--- src/rtl/core/gbr_pkg.sv ---
// Shared types, constants and helper functions for the renormalized RGB blur.
// Depends on nothing; every other file but gbr_ram imports it.
package gbr_pkg;

    localparam int MAX_WIDTH   = 2048;
    localparam int MAX_HEIGHT  = 2048;
    localparam int KERNEL_SPAN = 5;
    localparam int KHALF       = KERNEL_SPAN / 2;
    localparam int LINE_DEPTH  = 4 * MAX_WIDTH + 8;
    localparam int ADDR_W      = $clog2(LINE_DEPTH);

    localparam int DIM_W   = 12;
    localparam int WT_W    = 16;
    localparam int CH_W    = 8;
    localparam int PIX_W   = 3 * CH_W;
    localparam int CNT_W   = 23;
    localparam int ACC_W   = 30;
    localparam int WSUM_W  = 22;
    localparam int QBITS   = 9;
    localparam int TAP_W   = 3;
    localparam int STEP_W  = 5;
    localparam int CFG_IDX_W  = 4;
    localparam int CFG_DATA_W = 16;

    localparam logic [CNT_W-1:0] COUNT_MAX = {CNT_W{1'b1}};

    localparam logic [CFG_IDX_W-1:0] REG_IMAGE_WIDTH      = 4'd0;
    localparam logic [CFG_IDX_W-1:0] REG_IMAGE_HEIGHT     = 4'd1;
    localparam logic [CFG_IDX_W-1:0] REG_WEIGHT_CENTER    = 4'd2;
    localparam logic [CFG_IDX_W-1:0] REG_WEIGHT_EDGE_NEAR = 4'd3;
    localparam logic [CFG_IDX_W-1:0] REG_WEIGHT_DIAG_NEAR = 4'd4;
    localparam logic [CFG_IDX_W-1:0] REG_WEIGHT_EDGE_FAR  = 4'd5;
    localparam logic [CFG_IDX_W-1:0] REG_WEIGHT_KNIGHT    = 4'd6;
    localparam logic [CFG_IDX_W-1:0] REG_WEIGHT_CORNER    = 4'd7;

    localparam logic OP_PIXEL = 1'b0;
    localparam logic OP_FLUSH = 1'b1;

    typedef struct packed {
        logic [DIM_W-1:0] image_width;
        logic [DIM_W-1:0] image_height;
        logic [WT_W-1:0]  weight_center;
        logic [WT_W-1:0]  weight_edge_near;
        logic [WT_W-1:0]  weight_diag_near;
        logic [WT_W-1:0]  weight_edge_far;
        logic [WT_W-1:0]  weight_knight;
        logic [WT_W-1:0]  weight_corner;
    } cfg_t;

    typedef struct packed {
        logic             accept;
        logic             rc_step;
        logic             tap_acc;
        logic             div_init;
        logic             div_step;
        logic             load_out;
        logic [TAP_W-1:0] tap_i;
        logic [TAP_W-1:0] tap_j;
    } cmd_t;

    typedef struct packed {
        logic produce;
        logic out_busy;
    } sts_t;

    function automatic logic [WT_W-1:0] weight_sel(input logic [4:0] d2, input cfg_t c);
        logic [WT_W-1:0] w;
        case (d2)
            5'd0:    w = c.weight_center;
            5'd1:    w = c.weight_edge_near;
            5'd2:    w = c.weight_diag_near;
            5'd4:    w = c.weight_edge_far;
            5'd5:    w = c.weight_knight;
            5'd8:    w = c.weight_corner;
            default: w = '0;
        endcase
        return w;
    endfunction

    // Rounds quotient and remainder to nearest, ties to even, then saturates; a zero denominator gives zero.
    function automatic logic [CH_W-1:0] round_sat(input logic [QBITS-1:0] q,
                                                   input logic [ACC_W-1:0] r,
                                                   input logic [WSUM_W-1:0] den);
        logic [ACC_W:0]  r2;
        logic [QBITS:0]  qr;
        logic            up;
        r2 = {r, 1'b0};
        up = (r2 > (ACC_W+1)'(den)) || ((r2 == (ACC_W+1)'(den)) && q[0]);
        qr = {1'b0, q} + (QBITS+1)'(up);
        if (den == '0) begin
            return '0;
        end
        if (qr > (QBITS+1)'(255)) begin
            return 8'd255;
        end
        return qr[CH_W-1:0];
    endfunction

endpackage

--- src/rtl/core/gbr_ctrl.sv ---
// Sequencer of the blur: steps the row/column divide, the 25 taps and the
// channel divides. Depends on gbr_pkg.
module gbr_ctrl import gbr_pkg::*; (
    input  logic clk,
    input  logic rst_n,
    input  logic in_valid,
    output logic in_ready,
    input  sts_t sts,
    output cmd_t cmd
);

    localparam logic [2:0] S_IDLE = 3'd0;
    localparam logic [2:0] S_RC   = 3'd1;
    localparam logic [2:0] S_TRD  = 3'd2;
    localparam logic [2:0] S_TACC = 3'd3;
    localparam logic [2:0] S_DIVI = 3'd4;
    localparam logic [2:0] S_DIV  = 3'd5;
    localparam logic [2:0] S_DONE = 3'd6;

    logic [2:0]       state_reg, state_next;
    logic [STEP_W-1:0] step_reg, step_next;
    logic [TAP_W-1:0] tap_i_reg, tap_i_next;
    logic [TAP_W-1:0] tap_j_reg, tap_j_next;
    logic             last_tap;

    assign in_ready = (state_reg == S_IDLE);
    assign last_tap = (tap_i_reg == TAP_W'(KERNEL_SPAN-1)) && (tap_j_reg == TAP_W'(KERNEL_SPAN-1));

    always_comb
    begin
        state_next = state_reg;
        step_next  = step_reg;
        tap_i_next = tap_i_reg;
        tap_j_next = tap_j_reg;
        cmd        = '0;
        cmd.tap_i  = tap_i_reg;
        cmd.tap_j  = tap_j_reg;
        case (state_reg)
            S_IDLE:
            begin
                if (in_valid)
                begin
                    cmd.accept = 1'b1;
                    if (sts.produce)
                    begin
                        state_next = S_RC;
                        step_next  = '0;
                    end
                end
            end
            S_RC:
            begin
                cmd.rc_step = 1'b1;
                step_next   = step_reg + 1'b1;
                if (step_reg == STEP_W'(CNT_W-1))
                begin
                    state_next = S_TRD;
                    tap_i_next = '0;
                    tap_j_next = '0;
                end
            end
            S_TRD:
            begin
                state_next = S_TACC;
            end
            S_TACC:
            begin
                cmd.tap_acc = 1'b1;
                if (last_tap)
                begin
                    state_next = S_DIVI;
                end
                else
                begin
                    state_next = S_TRD;
                    if (tap_j_reg == TAP_W'(KERNEL_SPAN-1))
                    begin
                        tap_j_next = '0;
                        tap_i_next = tap_i_reg + 1'b1;
                    end
                    else
                    begin
                        tap_j_next = tap_j_reg + 1'b1;
                    end
                end
            end
            S_DIVI:
            begin
                cmd.div_init = 1'b1;
                step_next    = '0;
                state_next   = S_DIV;
            end
            S_DIV:
            begin
                cmd.div_step = 1'b1;
                step_next    = step_reg + 1'b1;
                if (step_reg == STEP_W'(QBITS-1))
                begin
                    state_next = S_DONE;
                end
            end
            S_DONE:
            begin
                if (!sts.out_busy)
                begin
                    cmd.load_out = 1'b1;
                    state_next   = S_IDLE;
                end
            end
            default:
            begin
                state_next = S_IDLE;
            end
        endcase
    end

    always_ff @(posedge clk or negedge rst_n)
    begin
        if (!rst_n)
        begin
            state_reg <= S_IDLE;
            step_reg  <= '0;
            tap_i_reg <= '0;
            tap_j_reg <= '0;
        end
        else
        begin
            state_reg <= state_next;
            step_reg  <= step_next;
            tap_i_reg <= tap_i_next;
            tap_j_reg <= tap_j_next;
        end
    end

    a_tap_range: assert property (@(posedge clk) disable iff (!rst_n)
        (tap_i_reg < TAP_W'(KERNEL_SPAN)) && (tap_j_reg < TAP_W'(KERNEL_SPAN)))
        else $error("tap counter out of range");

    a_load_free: assert property (@(posedge clk) disable iff (!rst_n)
        cmd.load_out |-> !sts.out_busy)
        else $error("result loaded over a waiting item");

    a_no_result_idle: assert property (@(posedge clk) disable iff (!rst_n)
        (cmd.accept && !sts.produce) |=> (state_reg == S_IDLE))
        else $error("item without result left idle");

    a_done_after_div: assert property (@(posedge clk) disable iff (!rst_n)
        $rose(state_reg == S_DONE) |-> ($past(state_reg) == S_DIV))
        else $error("result stage entered out of order");

endmodule

--- config.mk ---
export PLATFORM = sky130hd
export DESIGN_NAME = gbr_ctrl
export DESIGN_NICKNAME = d
export VERILOG_FILES = /design/src/rtl/core/gbr_pkg.sv /design/src/rtl/core/gbr_ctrl.sv
export SDC_FILE = /design/constraint.sdc
export NUM_CORES = 1
export LEC_CHECK = 0
export BUFFER_PORTS_ARGS = -buffer_cell sky130_fd_sc_hd__buf_4
export CORE_ASPECT_RATIO = 0.9
export CORE_MARGIN = 2
export CORE_UTILIZATION = 45
export CTS_CLUSTER_DIAMETER = 40
export DETAILED_ROUTE_END_ITERATION = 8
export PLACE_DENSITY_LB_ADDON = 0.25
export SLEW_MARGIN = 10
export SYNTH_ARGS = -nofsm -noshare
export SYNTH_HDL_FRONTEND = slang
export SYNTH_SLANG_ARGS = --single-unit
export TNS_END_PERCENT = 5
--- constraint.sdc ---
create_clock -name clk -period 1.83 [get_ports clk]
set_clock_uncertainty 0.15 [all_clocks]
set_input_delay 0.183 -clock clk [delete_from_list [all_inputs] [get_ports clk]]
set_output_delay 0.183 -clock clk [all_outputs]
set_load 0.01 [all_outputs]
# Word-level counts from Yosys, hierarchy flattened
# Index checks and enable logic that the tools add are counted.
# W data, S select, Z words.
[classes]
add_sub_neg = 3
n_eq_ne = 17
mux = 25
reduce_logical = 9
[ops]
columns = ["operator", "n"]
rows = [
  ["$mux W3", 11],
  ["$pmux W3 S7", 1],
  ["$eq A3 B3 Y1 const B", 5],
  ["$pmux W5 S3", 1],
  ["$ne A2 B2 Y1 const B", 6],
  ["$pmux W3 S2", 2],
  ["$mux W5", 2],
  ["$mux W1", 8],
  ["$add A3 B1 Y3 const B", 2],
  ["$eq A3 B2 Y1 const B", 2],
  ["$reduce_and A3 Y1", 2],
  ["$add A5 B1 Y5 const B", 1],
  ["$eq A5 B4 Y1 const B", 1],
  ["$eq A5 B5 Y1 const B", 1],
  ["$reduce_and A5 Y1", 1],
  ["$reduce_and A4 Y1", 1],
  ["$eq A3 B1 Y1 const B", 1],
  ["$logic_not A3 Y1", 1],
  ["$reduce_bool A3 Y1", 1],
  ["$ne A2 B1 Y1 const B", 1],
  ["$reduce_bool A2 Y1", 1],
  ["$reduce_or A2 Y1", 1],
  ["$logic_and A1 B1 Y1", 1],
]
[totals]
regBits = 14
inputBits = 5
out_inout_bits = 13
word_cells = 58

# Longest topological paths before layout
# Gate-level depths: netlist (run 1).
[depth]
ltp_word = 4
depth_mapped = 6
mapped_depth_nobuf = 6

# Worst setup path after synthesis (run 1)
# OpenSTA, ideal clock, no wires.
[synth_path]
path_type = "reg-to-reg"
startpoint = "register tap_i_reg[0]"
endpoint = "register tap_j_reg[0]"
setup_ns = 0.121
t_arrival_ns = 1.346
required_time_ns = 1.559
path_slack_ns = 0.213
stages_incl_launch_ff = 6
n_path_buf = 0
period_less_slack_ns = 1.617
cell_sequence = "dfrtp_1 -> inv_1 -> ha_1 -> and4_4 -> o31a_1 -> a22o_1"
[synth_via]
elab_chain_len = 4
[synth_rtl]
columns = ["element", "line", "source"]
rows = [
  ["from (decl)", "gbr_ctrl.sv:22", "logic [TAP_W-1:0] tap_i_reg, tap_i_next;"],
  ["from (signal assigned)", "gbr_ctrl.sv:130", "tap_i_reg <= tap_i_next;"],
  ["$eq A3 B3 Y1", "gbr_ctrl.sv:27", "assign last_tap = (tap_i_reg == TAP_W'(KERNEL_SPAN-1)) && (tap_j_reg == TAP_W'(KERNEL_SPAN-1));"],
  ["$logic_and A1 B1 Y1", "gbr_ctrl.sv:27", ""],
  ["$ne A2 B2 Y1 (no source line)", "--", ""],
  ["$reduce_and A3 Y1 (no source line)", "--", ""],
  ["to (signal assigned)", "gbr_ctrl.sv:131", "tap_j_reg <= tap_j_next;"],
  ["to (decl)", "gbr_ctrl.sv:23", "logic [TAP_W-1:0] tap_j_reg, tap_j_next;"],
]
# Every way passes these cells.
# A chain may end at the register's enable or synchronous reset.

==> reports/results.tsv, run 1 <==
metric	value	unit
status	completed	
layout cell share with drive strength beyond 1	0.278	
metal3 WL	108	microns
r2r startpoint	tap_j_reg[0]	
clk sinks	14	
final routed DRC violation total	0	
total setup buffers inserted after CTS	0	
Hold Path Class	input pin to flip-flop	
Clk pwr share	0.126	
vias	827	
root buffer cell	clkbuf_4	
num ports	18	
CP Max Fanout	10	
fin crit period	1.71	ns
commonest non-fill, non-tap cell in the layout	buf_4	
f_max	0.586	GHz
FF-to-FF End	tap_j_reg[0]	
setup violators final	0	
Sw Share	0.415	
logic gate share of total power	0.518	
Distinct cells, synth	34	
VDD IR max	0.750	mV
average size of a mapped cell	9.20	sq um
Die Y	48.2	microns
first-pass GRT wire length	3150	microns
DRT Pass-1 Iters	4	
later-pin clock latency in the skew report	0.28	ns
Leak	0.000595	uW
die extent in x	53.1	microns
Post-Route Setup TNS	0	ns
H-tree level count	1	
row count	15	
CP endpoint kind	output port	
mapped cell area	975	sq um
post-route ant nets	0	
CTS Buf Count	3	
Yosys reg bits	14	
hold endpoint	state_reg[1]	
Post-Syn Instances	106	
antenna cell count	0	
post-synthesis sequential area ratio	0.359	
Rel. slew slack	0.753	
area growth from synthesis to layout	20.7	%
Multi-input gate area	558	sq um
CP required	1.50	ns
drt initial violations	23	
CORE AREA	1970	sq um
WP data arrival	1.37	ns
Final Net Count	139	
Hold Path Origin	sts[0]	
routability cong.	0.838	
Overflow after GRT	0	
FF+latch area	353	sq um
clock tree buffer depth	2	
Synth top area share	0.359	
largest net degree at the start of global routing	15	
Starting Density	0.495	
Final Hold Viols	0	
Post-Syn Nets	118	
Avg Vias per Cell	5.48	
Ys Warns	0	
DR WL met2	921	microns
area of the die	2550	sq um
average routed wire per standard cell	13.1	microns
RSZ-0062 raised after global routing	false	
Setup CP Type	flip-flop to output port	
worst hold margin	0.0965	ns
Max Cap Viol	0	
Max Used Layer	met4	
number of fill cells	180	
critical path startpoint category	flip-flop	
metal1 wirelength	925	microns
hold depth	4	
IO buf count	17	
R2R setup slack	0.16	ns
Synth area leader	dfrtp_1	
Reg power frac	0.356	
sw power	740	uW
DP HPWL	1440	microns
measured slew at the worst slew-check pin	0.366	ns
Max Slew Vio Count	0	
antenna violations before repair	0	
Reg clk slew, reported paths	0.08	ns
max reg flops	5	
ranking of synthesized cells by area	dfrtp_1, ha_1, a22o_1	
Routed WL	1980	microns
reg2reg path depth	5	
internal power	1040	uW
PD cells	1520	nW/um^2
most frequent cells in the layout	buf_4, dfrtp_1, nand2_1	
Period Utilization, post-route	0.933	
clock tree from TritonCTS	built	
Total GRT Usage	0.176	
number of global-route vias before repair	670	
[cell usage after synthesis, drive strengths merged]
master  count
a21o        5
a21oi       3
a22o        8
a22oi       1
a311oi      1
and2        3
and2b       1
and3b       1
and4        1
and4b       1
and4bb      1
buf         5
clkbuf      1
dfrtp      14
ha          7
inv         8
mux2i       1
nand2      10
nand2b      3
nand3       4
nand3b      2
nand4       1
nor2        7
nor2b       2
nor3        3
nor4bb      1
o211ai      1
o21ai       8
o311ai      1
o31a        1
[layout make-up]
type	instances	area share
multi-input combinational	78	0.474
sequential	14	0.300
timing repair buffer	22	0.143
clock buffer	4	0.0309
tap	25	0.0266
inverter	8	0.0255
[logic make-up after synthesis]
family	Yosys count	synth area share
DFF	14	0.359
buffers and inverters	14	0.0757
and+or+nand+nor	41	0.254
muxes	1	0.0103
AOI/OAI and AO/OA	29	0.211
adders and majority gates	7	0.0899
[stage by stage]
stage,setup slack [ns],instances,power [uW],cell area [sq um],utilization
floorplan,0.213,106,1290,975,-
global placement,0.197,146,1520,1120,0.568
detailed placement,0.162,146,1550,1120,0.568
CTS,0.00765,151,1780,1170,0.592
global route,0.0224,151,1950,1180,0.597
finish,0.123,151,1780,1180,0.597
[timing repair]
item	4_1_cts	5_1_grt
setup endpoints to repair	0	2
hold endpoints to repair	14	0
hold buffers	1	0
resized for setup	0	4
[how the worst max path moves through the flow]
stage                      start      endpoint
floorplan           tap_i_reg[0]  tap_j_reg[0]
global placement    tap_j_reg[0]  tap_j_reg[0]
detailed placement  tap_j_reg[0]  tap_j_reg[0]
CTS                 state_reg[1]       cmd[11]
global route        state_reg[1]       cmd[11]
finish              state_reg[1]       cmd[11]
[power by group through the flow]
| stage | Clock (uW) | Combinational, uW | Sequential, uW |
|---|---|---|---|
| global route | 246 | 1040 | 662 |
| CTS | 232 | 922 | 627 |
| global placement | 0 | 898 | 625 |
| finish | 224 | 925 | 635 |
| detailed placement | 0 | 915 | 633 |
| floorplan | 0 | 714 | 574 |
[worst max-delay path, cell delays in order, from the launching register on]
cell and delay, ns:
dfrtp_2 0.47, buf_4 0.18, nor3_2 0.18, and2_1 0.15, buf_4 0.11
[per-layer routing]
| metal | up-vias | global-route usage |
|---|---|---|
| met1 | 383 | 0.234 |
| met4 | 0 | 0.0615 |
| met3 | 4 | 0.0552 |
| met5 | - | 0 |
| met2 | 24 | 0.275 |
| li1 | 416 | - |
Note: power is estimated with default switching activity, not from simulation.
==> run 2, diff against run 1 <==
- REMOVE_ABC_BUFFERS: default -> 1
==> reports/results.tsv, run 2 (synthesis gave the netlist of run 1 again) <==
metric	value	unit	change
status	completed		
Avg Vias per Cell	5.38		-1.7%
largest net degree at the start of global routing	16		+1
final core occ	0.593		-0.00381
Routed WL	2110	microns	+6.7%
final routed DRC violation total	0		unchanged
first-pass GRT wire length	3440	microns	+9.2%
Total GRT Usage	0.187		+0.0108
CP Max Fanout	15		+5
post-route ant nets	0		unchanged
routability cong.	0.728		-13%
WP data arrival	1.38	ns	about the same
commonest non-fill, non-tap cell in the layout	buf_4		
row count	15		unchanged
layout cell share with drive strength beyond 1	0.262		-0.0159
most frequent cells in the layout	buf_4, dfrtp_1, nand2_1		
Max Cap Viol	0		unchanged
area growth from synthesis to layout	19.9	%	
DP HPWL	1580	microns	+9.2%
Crit path depth	3		-1
Die Y	48.2	microns	unchanged
vias	813		-1.7%
max reg flops	5		unchanged
IO buf count	17		unchanged
num ports	18		unchanged
H-tree level count	1		unchanged
root buffer cell	clkbuf_4		
critical path startpoint category	flip-flop		
Hold Path Class	input pin to flip-flop		
average routed wire per standard cell	14.0	microns	+6.7%
die extent in x	53.1	microns	unchanged
f_max	0.584	GHz	-0.33%
measured slew at the worst slew-check pin	0.314	ns	-0.0513 ns
R2R setup slack	0.14	ns	-0.02 ns
Rel. slew slack	0.788		+0.0346
Setup CP Type	flip-flop to output port		
VDD IR max	0.704	mV	-6.1%
DRT Pass-1 Iters	4		unchanged
FF-to-FF End	tap_j_reg[0]		
number of global-route vias before repair	781		+17%
internal power	1050	uW	+0.51%
later-pin clock latency in the skew report	0.29	ns	about the same
Reg clk slew, reported paths	0.10	ns	+0.02 ns
CP peak stage delay	0.51	ns	+0.04 ns
Buffers & Inverters on Critical Path	1		-1
antenna cell count	0		unchanged
Final Net Count	139		unchanged
Critical Path Slowest Stage Cell	dfrtp_2		
RSZ-0062 raised after global routing	false		
Overflow after GRT	0		unchanged
clock tree from TritonCTS	built		
sw power	758	uW	+2.5%
Top delay family on crit path	flip-flops		
Final Hold Viols	0		unchanged
CP endpoint	cmd[7]		
reg2reg path depth	5		unchanged
PD cells	1550	nW/um^2	+2.0%
Reg power frac	0.343		-0.013
fin crit period	1.71	ns	+0.00568 ns
Post-Route Setup TNS	0	ns	unchanged
antenna violations before repair	0		unchanged
drt initial violations	8		-65%
Leak	0.000590	uW	-0.80%
CTS Buf Count	3		unchanged
area of the die	2550	sq um	unchanged
CORE AREA	1970	sq um	unchanged
CP endpoint kind	output port		
setup violators final	0		unchanged
Max Slew Vio Count	0		unchanged
r2r startpoint	tap_j_reg[0]		
Clk pwr share	0.129		+0.003
clock tree buffer depth	2		unchanged
critical path launch point	state_reg[0]		
Sw Share	0.419		+0.00475
ordered cell list for the critical path	nor2b_1 > and2_1 > buf_4		
logic gate share of total power	0.528		+0.010
clk sinks	14		unchanged
CP required	1.50	ns	about the same
Period Utilization, post-route	0.936		+0.00311
Starting Density	0.495		unchanged
run 2: cell counts in the layout (fill, tap and decap cells not counted):
Identical to the previous run, type by type.
run 2: cell type report:
class / count / area [sq um]
fillers: 190 / 802
repair buffers: 22 / 168
well taps: 25 / 31.3
flip-flops and latches: 14 / 353
clock buffers: 4 / 36.3
inverters: 8 / 30.0
multi-input cells: 78 / 551
run 2: timing repair:
| action | in CTS | in global routing |
|---|---|---|
| gates resized for setup | 0 | 2 |
| setup buffers | 0 | 0 |
| hold endpoints to repair | 14 | 0 |
| hold buffers | 1 | 0 |
| setup endpoints to repair | 0 | 2 |
run 2: layer usage:
layer	GRT usage	up-vias	share of wire
met4	0.0769	0	0.013
met5	0	-	0
met3	0.0337	4	0.042
met1	0.260	375	0.50
met2	0.293	18	0.45
li1	-	416	-
run 2: through the flow:
step	hold slack (ns)	instances	area, sq um	power, uW	setup slack (ns)
global route	0.122	151	1170	1950	0.0437
finish	0.0865	151	1170	1810	0.117
detailed placement	-0.103	146	1120	1580	0.163
floorplan	-0.263	100	931	1210	0.213
global placement	-0.102	146	1120	1540	0.187
CTS	0.0869	151	1170	1810	0.00428
run 2: worst reg2reg max path, delay by kind of cell (launching register included):
kind	cells	cell delay (ns)
DFF	1	0.43
adders and majority gates	1	0.26
and+or+nand+nor	1	0.19
buffers and inverters	1	0.06
AOI/OAI and AO/OA	2	0.49
run 2: how the worst min path moves through the flow:
stage	depth (start not counted)	to	from	slack, ns
after floorplan	0	state_reg[0]	rst_n	-0.26
after global placement	1	tap_i_reg[0]	rst_n	-0.10
after detailed placement	1	tap_i_reg[0]	rst_n	-0.10
after CTS	4	state_reg[1]	sts[0]	0.09
after global routing	4	state_reg[1]	sts[0]	0.12
final	4	state_reg[1]	sts[0]	0.09
run 2: power by group through the flow:
stage                     clock network (uW)  logic, uW  registers [uW]
after floorplan                            0        579             633
after global placement                     0        930             609
after detailed placement                   0        956             623
after CTS                                235        962             615
after global routing                     240       1060             644
final                                    234        954             621
==> run 3, diff against run 2 <==
- CORE_ASPECT_RATIO: 0.9 -> 0.75
==> reports/results.tsv, run 3 (synthesis gave the netlist of run 1 again) <==
metric	value	unit	change
status	completed		
die extent in x	57.7	microns	+8.8%
CORE AREA	2030	sq um	+3.1%
CP endpoint kind	output port		
IO buf count	17		unchanged
clock tree from TritonCTS	built		
Tot Pwr	1800	uW	-0.48%
met3 GRT Util	0.0673		+0.0335
Starting Density	0.480		-0.0149
number of global-route vias before repair	770		-1.4%
CP peak stage delay	0.48	ns	-0.03 ns
R2R setup slack	0.13	ns	about the same
Period Utilization, post-route	0.954		+0.0181
Hold Path Class	input pin to async pin		
H-tree level count	1		unchanged
most frequent cells in the layout	buf_4, dfrtp_1, nand2_1		
r2r startpoint	tap_j_reg[0]		
CP required	1.50	ns	about the same
drt initial violations	19		+11
Die Y	44.3	microns	-8.0%
Routed WL	2090	microns	-0.71%
FF+latch area	353	sq um	unchanged
commonest non-fill, non-tap cell in the layout	buf_4		
FF-to-FF End	tap_j_reg[0]		
Setup CP Type	flip-flop to output port		
post-placement worst setup slack	0.137	ns	-0.0260 ns
Max Cap Viol	0		unchanged
row count	14		-1
largest net degree at the start of global routing	15		-1
later-pin clock latency in the skew report	0.28	ns	about the same
f_max	0.573	GHz	-1.9%
antenna violations before repair	0		unchanged
WP data arrival	1.41	ns	+0.03 ns
ordered cell list for the critical path	buf_4 > nor3_2 > and2_1 > buf_4		
final core occ	0.578		-0.0148
DP HPWL	1620	microns	+2.5%
final instance area	1170	sq um	+0.54%
antenna cell count	0		unchanged
area growth from synthesis to layout	20.5	%	
first-pass GRT wire length	3520	microns	+2.4%
number of fill cells	201		+5.8%
measured slew at the worst slew-check pin	0.370	ns	+0.0557 ns
PD cells	1530	nW/um^2	-1.0%
met2 Usage GRT	0.293		+0.000682
Max Slew Vio Count	0		unchanged
clk sinks	14		unchanged
Reg clk slew, reported paths	0.09	ns	about the same
Top delay family on crit path	flip-flops		
vias	837		+3.0%
CTS Buf Count	3		unchanged
CP Max Fanout	12		-3
Total GRT Usage	0.187		about the same
routing layer with the top usage in global route	met2		
layout cell share with drive strength beyond 1	0.278		+0.0159
Overflow after GRT	0		unchanged
area post-placement	1120	sq um	-0.11%
VDD IR max	0.824	mV	+17%
Critical Path Slowest Stage Cell	dfrtp_2		
max reg flops	5		unchanged
clock tree buffer depth	2		unchanged
Rel. slew slack	0.753		-0.0345
RSZ-0062 raised after global routing	true		
Multi-input gate area	558	sq um	+1.4%
Final WS setup	0.0840	ns	-0.0332 ns
met1 global-route usage	0.250		-0.0102
crit-path most repeated cell	buf_4		
num ports	18		unchanged
final routed DRC violation total	0		unchanged
Final Hold Viols	0		unchanged
reg2reg path depth	5		unchanged
Buffers & Inverters on Critical Path	2		+1
fin crit period	1.75	ns	+0.0332 ns
area of the die	2560	sq um	+0.14%
average routed wire per standard cell	13.9	microns	about the same
Final Net Count	139		unchanged
setup violators final	0		unchanged
root buffer cell	clkbuf_4		
routability cong.	0.817		+12%
critical path startpoint category	flip-flop		
Leak	0.000594	uW	+0.67%
post-route ant nets	0		unchanged
Avg Vias per Cell	5.58		+3.6%
DRT Pass-1 Iters	4		unchanged
-- run 3: changes by cell type in the layout (fill, tap and decap cells not counted) --
| cell | delta |
|---|---|
| nor3_2 | +1 |
| nor2b_1 | -1 |
| nor2b_2 | +1 |
| nor3_1 | -1 |
-- run 3: routing by layer --
metal  vias up  wire length, microns
li1        419                     -
met4         0                    13
met3         2                   106
met5         -                     0
met1       393                  1010
met2        23                   958
-- run 3: metrics by stage --
stage | instances | TNS, ns | hold slack [ns]
floorplan | 100 | 0 | -0.263
global placement | 145 | 0 | -0.106
detailed placement | 145 | 0 | -0.105
CTS | 150 | 0 | 0.109
global route | 150 | -0.00863 | 0.126
finish | 150 | 0 | 0.121
-- run 3: cell type report --
class                      instances  share of cell area
inverter                           8              0.0256
tap                               24              0.0256
multi-input combinational         78               0.475
clock buffer                       4              0.0309
sequential                        14               0.300
timing repair buffer              22               0.143
-- run 3: worst max path at each step --
stage	from	endpoint	slack (ns)	depth (start not counted)
floorplan	tap_i_reg[0]	tap_j_reg[0]	0.21	5
global route	state_reg[1]	cmd[7]	-0.007	4
detailed placement	tap_j_reg[0]	tap_j_reg[0]	0.14	5
CTS	state_reg[2]	cmd[11]	0.0009	4
global placement	tap_j_reg[0]	tap_j_reg[0]	0.20	5
finish	state_reg[1]	cmd[11]	0.08	4
-- run 3: power by group --
group          total (uW)  internal [uW]  switching (uW)
clock                 221            121             100
sequential            628            435             193
combinational         950            490             460
-- run 3: worst register-to-register path, stage by stage (launching register included) --
cell and delay [ns]:
dfrtp_1 0.43, inv_1 0.07, ha_1 0.26, and4_4 0.19, o31a_1 0.26, a22o_1 0.23
-- run 3: repair_timing --
item,in CTS,in global routing
hold endpoints to repair,14,0
resized for setup,2,2
hold buffers,1,0
pin swaps,0,0
endpoints found under the setup margin,2,3
setup buffers,0,0
